### src/design/qvs_pkg.sv
// ----------------------------------------------------------------------------
// qvs_pkg
// Shared types, constants and the quadrature transition table for the
// quadrature volume stepper.
// ----------------------------------------------------------------------------
package qvs_pkg;

  // field and register widths
  localparam int unsigned SpcW     = 3;
  localparam int unsigned LimW     = 3;
  localparam int unsigned HoldW    = 10;
  localparam int unsigned PendW    = 4;
  localparam int unsigned AccW     = 4;
  localparam int unsigned CfgIdxW  = 2;
  localparam int unsigned CfgDataW = 10;

  typedef logic [CfgIdxW-1:0]     cfg_idx_t;
  typedef logic [CfgDataW-1:0]    cfg_data_t;
  typedef logic signed [PendW-1:0] pend_t;
  typedef logic signed [AccW-1:0]  acc_t;
  typedef logic [HoldW-1:0]        hold_t;
  typedef logic signed [1:0]       dir_t;

  // configuration register indexes
  localparam cfg_idx_t RegStepsPerCmd = 2'd0;
  localparam cfg_idx_t RegPendLimit   = 2'd1;
  localparam cfg_idx_t RegHoldoff     = 2'd2;

  // configuration reset values
  localparam logic [SpcW-1:0] SpcReset  = 3'd2;
  localparam logic [LimW-1:0] LimReset  = 3'd4;
  localparam hold_t           HoldReset = 10'd50;

  // tick counter saturates here
  localparam hold_t HoldSat = 10'd1023;

  // transition decode: index is {previous A, previous B, current A, current B}
  function automatic dir_t step_dir(input logic [3:0] trans);
    dir_t d;
    unique case (trans)
      4'd1, 4'd7, 4'd8, 4'd14: d = -2'sd1;
      4'd2, 4'd4, 4'd11, 4'd13: d = 2'sd1;
      default:                  d = 2'sd0;
    endcase
    return d;
  endfunction

endpackage

### src/design/quadrature_volume_stepper.sv
// output: a result is registered and presented in the cycle after its sample is accepted
// throughput: one sample per cycle when not stalled; all decode and queue
//   logic sits between the state registers and the single output register
// reset: synchronous active-low rst_n restores the config defaults, clears
//   the phase, accumulator, queue and holdoff state and empties the output
// ----------------------------------------------------------------------------
// quadrature_volume_stepper
// Decodes quadrature encoder samples into queued volume up/down commands and
// issues them with a holdoff between attempts.
// ----------------------------------------------------------------------------
module quadrature_volume_stepper (
  input  logic               clk,
  input  logic               rst_n,
  // sample channel
  input  logic               in_valid,
  output logic               in_stall,
  input  logic               in_phase_a,
  input  logic               in_phase_b,
  input  logic               in_inhibit,
  input  logic               in_link_up,
  input  logic               in_cmd_ready,
  // result channel
  output logic               out_valid,
  input  logic               out_stall,
  output logic               out_cmd_valid,
  output logic               out_cmd_down,
  output qvs_pkg::pend_t     out_pending_count,
  // configuration channel
  input  logic               cfg_valid,
  output logic               cfg_ready,
  input  qvs_pkg::cfg_idx_t  cfg_index,
  input  qvs_pkg::cfg_data_t cfg_data
);
  import qvs_pkg::*;

  // configuration registers
  logic [SpcW-1:0] spc_r;
  logic [LimW-1:0] lim_r;
  hold_t           hold_r;

  // tick state
  logic [1:0] last_r, last_nxt;
  logic       primed_r;
  acc_t       acc_r, acc_nxt;
  pend_t      pend_r, pend_nxt;
  hold_t      ticks_r, ticks_nxt;
  logic       tried_r, tried_nxt;

  // output register
  logic  out_valid_r;
  logic  cmd_valid_r, cmd_valid_nxt;
  logic  cmd_down_r, cmd_down_nxt;
  pend_t pend_out_r;

  logic in_accept;
  logic out_accept;

  // decode intermediates
  logic [1:0]        cur;
  logic              moved;
  dir_t              dir;
  logic signed [4:0] acc_step;
  logic signed [4:0] acc_ext;
  logic signed [4:0] spc_ext;
  logic signed [4:0] lim_ext;
  logic signed [4:0] pend_ext;
  pend_t             pend_dec;
  logic              holdoff_ok;

  // handshakes
  assign out_accept = out_valid_r && !out_stall;
  assign in_stall   = out_valid_r && out_stall;
  assign in_accept  = in_valid && !in_stall;
  assign cfg_ready  = 1'b1;

  assign out_valid         = out_valid_r;
  assign out_cmd_valid     = cmd_valid_r;
  assign out_cmd_down      = cmd_down_r;
  assign out_pending_count = pend_out_r;

  assign cur      = {in_phase_a, in_phase_b};
  assign moved    = primed_r && (cur != last_r);
  assign dir      = step_dir({last_r, cur});
  assign acc_ext  = 5'(acc_r);
  assign spc_ext  = signed'({2'b00, spc_r});
  assign lim_ext  = signed'({2'b00, lim_r});
  assign pend_ext = 5'(pend_r);

  // saturating tick count since the last attempt
  assign ticks_nxt = (ticks_r == HoldSat) ? ticks_r : ticks_r + hold_t'(1);

  // phase decode and step accumulation
  always_comb begin
    last_nxt = primed_r ? last_r : cur;
    acc_nxt  = acc_r;
    pend_dec = pend_r;
    acc_step = acc_ext;
    if (moved) begin
      last_nxt = cur;
      if (dir == 2'sd0) begin
        acc_nxt = '0;
      end else begin
        if ((acc_ext > 5'sd0 && dir < 2'sd0) || (acc_ext < 5'sd0 && dir > 2'sd0)) begin
          acc_step = 5'(dir);
        end else begin
          acc_step = acc_ext + 5'(dir);
        end
        acc_nxt = acc_step[AccW-1:0];
        if (acc_step >= spc_ext) begin
          if (pend_ext < lim_ext) pend_dec = pend_r + pend_t'(1);
          acc_nxt = '0;
        end else if (acc_step <= -spc_ext) begin
          if (pend_ext > -lim_ext) pend_dec = pend_r - pend_t'(1);
          acc_nxt = '0;
        end
      end
    end
  end

  assign holdoff_ok = !tried_r || (ticks_nxt >= hold_r);

  // pending queue handling and command attempt
  always_comb begin
    pend_nxt      = pend_dec;
    tried_nxt     = tried_r;
    cmd_valid_nxt = 1'b0;
    cmd_down_nxt  = 1'b0;
    if (pend_dec != '0) begin
      if (in_inhibit || !in_link_up) begin
        pend_nxt = '0;
      end else if (holdoff_ok) begin
        cmd_valid_nxt = 1'b1;
        tried_nxt     = 1'b1;
        if (pend_dec > 4'sd0) begin
          if (in_cmd_ready) pend_nxt = pend_dec - pend_t'(1);
        end else begin
          cmd_down_nxt = 1'b1;
          if (in_cmd_ready) pend_nxt = pend_dec + pend_t'(1);
        end
      end
    end
  end

  // configuration writes
  always_ff @(posedge clk) begin
    if (!rst_n) begin
      spc_r  <= SpcReset;
      lim_r  <= LimReset;
      hold_r <= HoldReset;
    end else if (cfg_valid && cfg_ready) begin
      unique case (cfg_index)
        RegStepsPerCmd: spc_r  <= cfg_data[SpcW-1:0];
        RegPendLimit:   lim_r  <= cfg_data[LimW-1:0];
        RegHoldoff:     hold_r <= cfg_data[HoldW-1:0];
        default:        ;
      endcase
    end
  end

  // tick state update
  always_ff @(posedge clk) begin
    if (!rst_n) begin
      last_r   <= '0;
      primed_r <= 1'b0;
      acc_r    <= '0;
      pend_r   <= '0;
      ticks_r  <= '0;
      tried_r  <= 1'b0;
    end else if (in_accept) begin
      last_r   <= last_nxt;
      primed_r <= 1'b1;
      acc_r    <= acc_nxt;
      pend_r   <= pend_nxt;
      ticks_r  <= cmd_valid_nxt ? hold_t'(0) : ticks_nxt;
      tried_r  <= tried_nxt;
    end
  end

  // output valid
  always_ff @(posedge clk) begin
    if (!rst_n) begin
      out_valid_r <= 1'b0;
    end else if (in_accept) begin
      out_valid_r <= 1'b1;
    end else if (out_accept) begin
      out_valid_r <= 1'b0;
    end
  end

  // output payload
  always_ff @(posedge clk) begin
    if (in_accept) begin
      cmd_valid_r <= cmd_valid_nxt;
      cmd_down_r  <= cmd_down_nxt;
      pend_out_r  <= pend_nxt;
    end
  end

`ifndef ASSERT_OFF
  // a down command is only flagged together with an attempt
  a_down_needs_valid: assert property (@(posedge clk) disable iff (!rst_n)
    out_valid |-> (!out_cmd_down || out_cmd_valid))
    else $error("cmd_down without cmd_valid");

  // queue and accumulator never reach the most negative code
  a_pend_range: assert property (@(posedge clk) disable iff (!rst_n)
    pend_r != 4'sb1000 && acc_r != 4'sb1000)
    else $error("pending or accumulator out of range");

  // an accepted sample always yields a result next cycle
  a_result_follows: assert property (@(posedge clk) disable iff (!rst_n)
    in_accept |=> out_valid_r)
    else $error("accepted sample produced no result");

  // an attempt restarts the holdoff count
  a_attempt_clears_ticks: assert property (@(posedge clk) disable iff (!rst_n)
    (in_accept && cmd_valid_nxt) |=> (ticks_r == '0 && tried_r))
    else $error("attempt did not restart holdoff");

  // the reported count matches the queue state
  a_count_matches: assert property (@(posedge clk) disable iff (!rst_n)
    in_accept |=> (pend_out_r == pend_r))
    else $error("reported pending count differs from queue");
`endif

endmodule
### config.mk
export PLATFORM = sky130hd
export DESIGN_NAME = quadrature_volume_stepper
export DESIGN_NICKNAME = d
export VERILOG_FILES = /design/src/design/qvs_pkg.sv /design/src/design/quadrature_volume_stepper.sv
export SDC_FILE = /design/constraint.sdc
export NUM_CORES = 1
export LEC_CHECK = 0
export BUFFER_PORTS_ARGS = -buffer_cell sky130_fd_sc_hd__clkbuf_2
export CAP_MARGIN = 25
export CORE_MARGIN = 4
export CORE_UTILIZATION = 43
export DETAILED_ROUTE_END_ITERATION = 6
export PLACE_DENSITY = 0.71
export SYNTH_ARGS = -nofsm -noshare
export SYNTH_HDL_FRONTEND = slang
export SYNTH_SLANG_ARGS = --single-unit
### constraint.sdc
create_clock -name clk -period 10.4 [get_ports clk]
set_input_delay 1.04 -clock clk [delete_from_list [all_inputs] [get_ports clk]]
set_output_delay 1.04 -clock clk [all_outputs]
set_load 0.03 [all_outputs]
==> summary.md <==
| Metric | Value |
|---|---|
| Status | completed |
| Met2 global-route usage | 26.88% |
| Relative slew slack | 47.86% |
| CP Max Fanout | 13 |
| Post-route minimum period | 5985 ps |
| Sequential standard cell area | 960.9 sq um |
| Synth warn | 0 |
| Max-Cap Viols | 0 |
| Initial Util | 44.35% |
| Post-Synthesis Cell Area | 3445 sq um |
| Seq/Total Area, Yosys | 27.90% |
| Area fraction of the dominant cell type after synthesis | 22.67% |
| FF-to-FF path depth | 19 |
| Syn avg cell area | 8.241 sq um |
| CP endpoint kind | flop |
| Worst VDD drop | 0.06477 mV |
| DR pass1 iterations | 4 |
| GR Util met3 | 3.661% |
| Post-synthesis mux area share | 3.197% |
| First-pass GRT wire length | 12740 um |
| Die Span X | 97.50 um |
| Initial antenna violation count | 0 |
| Depth of the CTS H-tree | 2 |
| Gr usage total | 15.76% |
| Iter 0 DRT Violations | 106 |
| Post-detailed-route count of antenna-violating nets | 0 |
| Filler cells | 758 |
| Critical path destination | ticks_r[0] |
| Final slew viol count | 0 |
| Crit path DAT | 6190 ps |
| Final Util | 48.41% |
| Vias in the first global route | 2848 |
| CTS-repair resized insts | 0 |
| Simple-gate share of the synthesized area | 25.83% |
| Drt total wl | 7156 um |
| Post-synth ARST share | 0% |
| Worst Setup Start Kind | input port |
| GRT overflow | 0 |
| Number of diodes | 0 |
| Count leader, synth | nand2_1 |
| Largest net degree at the start of global routing | 42 |
| Unrepaired setup endpoints after global routing | false |
| Main area contributors after synthesis | dfxtp_1 23%, ha_1 15%, nand2_1 6.6% |
| Die Y | 97.50 um |
| Core Rows | 32 |
| Met1 usage | 20.19% |
| Reg2reg end | ticks_r[0] |
| Syn_nets | 482 |
| I/O Buffers | 29 |
| Detail Placement HPWL | 5451 um |
| Die area | 9506 sq um |
| CTS Hold Buffers Added | 0 |
| TritonCTS clock tree | done |
| Maximum clock insertion buffer count | 2 |
| Critical path type | in -> reg |
| Share of post-route cells with drive strength above 1 | 11.74% |
| Peak Freq | 167.1 MHz |
| Number of remaining DRC errors | 0 |
| Main flop type after synthesis | dfxtp_1 |
| Io pins | 31 |
| Post-CTS Setup Repair Bufs | 0 |
| Power per cell area | 118.2 nW/um^2 |
| WHS Path Cells | 2 |
| Period utilisation layout | 57.55% |
| Clock Sinks | 45 |
| Final RePlAce weighted congestion | 0.8493 |
| Most used routing layer | met2 |
| Flops & latches, synth | 45 |
| Setup TNS Final | 0 ps |
| FF-to-FF setup slack | 5120 ps |
| Num CTS Buffers | 5 |
| Largest family of logic cells by synthesized area | simple AND/OR/NAND/NOR gates |
| Drt wl/cell | 13.13 um |
| Clk_skew | 4.779 ps |
| Library cells used by synthesis | 62 |
| Leakage power | 1.622 nW |
| Post-Synth XOR/XNOR Area | 3.269% |
| Crit. Startpoint | in_phase_a |
| Clk slew on worst S/H paths | 90 ps |
| Area Overhead vs Synth | 9.154% |
| Vias post-DR | 2925 |
| Post-synth EDFFs | 6 |
| HP Class | reg -> reg |
| Post-synth top area cell | dfxtp_1 |
| Multi-input gate area | 2276 sq um |
| Commonest cells post-synth | 61 x nand2_1, 41 x ha_1, 39 x dfxtp_1, 36 x inv_1, 20 x a21oi_1 |
| Compound-Gate Fraction of Synth Area | 18.20% |
| Worst-Skew Late Latency | 300 ps |
| Vias per cell | 5.367 |
| NumNets Final | 506 |
| Synth Area in Adders | 15.47% |
| Worst r2r src | last_r[1] |
| Clock Tree Root | clkbuf_8 |
| Post-Synthesis Cells | 418 |
| Final Hold Fails | 0 |
| Core ar. | 7767 sq um |
| Worst slew pin tran | 777.3 ps |
| # setup viols final | 0 |
| Critical path required time | 10600 ps |
layer usage:
layer  routed length (um)  part of all wire, %
met4                   72                  1.0
met2                 3290                   46
met1                 3513                   49
met5                    0                    0
met3                  279                  3.9
cell usage in the layout, fill, tap and decap left out, types with 6 or more instances in the layout:
master and n:
o21ai_1 9, nand2b_1 7, nor3_1 8, ha_1 41, nor2b_1 13, nor2_1 19, inv_1 36, and2_1 10
clkbuf_2 29, a21boi_0 14, o21ai_0 10, o211ai_1 7, dfxtp_1 39, nand3_1 14, edfxtp_1 6, a21oi_1 20
nand2_1 61, xnor2_1 8
cell families after synthesis:
kind of cell,Yosys count
simple gates,169
other cells,1
xor+xnor,12
buf+inv,49
compound gates,91
flops,45
mux,9
fa+ha+maj,42
report_power, final:
part | internal, W | leakage [nW] | switching [W]
sequential | 0.000184 | 0.378 | 0.00000615
combinational | 0.0000487 | 1.19 | 0.0000707
clock | 0.0000722 | 0.0554 | 0.0000622
flip-flops by register name, indices dropped and copies added, names as in the netlist:
name               count
last_r                 2
hold_r                10
spc_r                  3
out_cmd_valid          1
acc_r                  4
pend_r                 4
lim_r                  3
out_valid              1
ticks_r               10
out_cmd_down           1
primed_r               1
tried_r                1
out_pending_count      4
worst min path at each step:
stage / slack, ps / startpoint / end
2_1_floorplan: 430 / primed_r / primed_r
3_3_place_gp: 440 / primed_r / primed_r
3_5_place_dp: 460 / primed_r / primed_r
4_1_cts: 480 / hold_r[3] / hold_r[3]
5_1_grt: 510 / hold_r[2] / hold_r[2]
6_report: 470 / hold_r[3] / hold_r[3]
cell type report:
class                   count  area share, %
clock buffers               6          1.930
clock inverters             2          1.032
inverters                  37          3.694
multi-input cells         324          60.53
flip-flops and latches     45          25.56
well taps                 102          3.394
repair buffers             29          3.860
critical path, cell delays in order:
cell	delay (ps)
clkbuf_2	140
inv_1	80
ha_1	350
xnor2_1	150
xnor2_1	230
ha_1	210
inv_1	60
fa_1	410
xnor2_1	210
a21oi_1	90
nor2_1	200
ha_1	290
a211oi_1	250
nand2_1	80
o211ai_1	160
a311oi_1	190
nor3_2	410
o21ai_0	180
xnor2_1	380
ha_1	360
a311oi_4	230
or3_1	390
o221ai_1	70
stage by stage:
| step | setup slack, ps | total power [W] | hold WS, ps | area [sq um] | instances |
|---|---|---|---|---|---|
| after floorplan | 4814 | 0.0002875 | 434.4 | 3445 | 418 |
| after global placement | 4360 | 0.0003100 | 444.0 | 3649 | 537 |
| after detailed placement | 4127 | 0.0003130 | 462.6 | 3649 | 537 |
| after CTS | 4448 | 0.0004485 | 477.6 | 3760 | 545 |
| after global routing | 3971 | 0.0004731 | 508.3 | 3760 | 545 |
| final | 4415 | 0.0004443 | 472.7 | 3760 | 545 |
(Power assumes the default switching activity.)
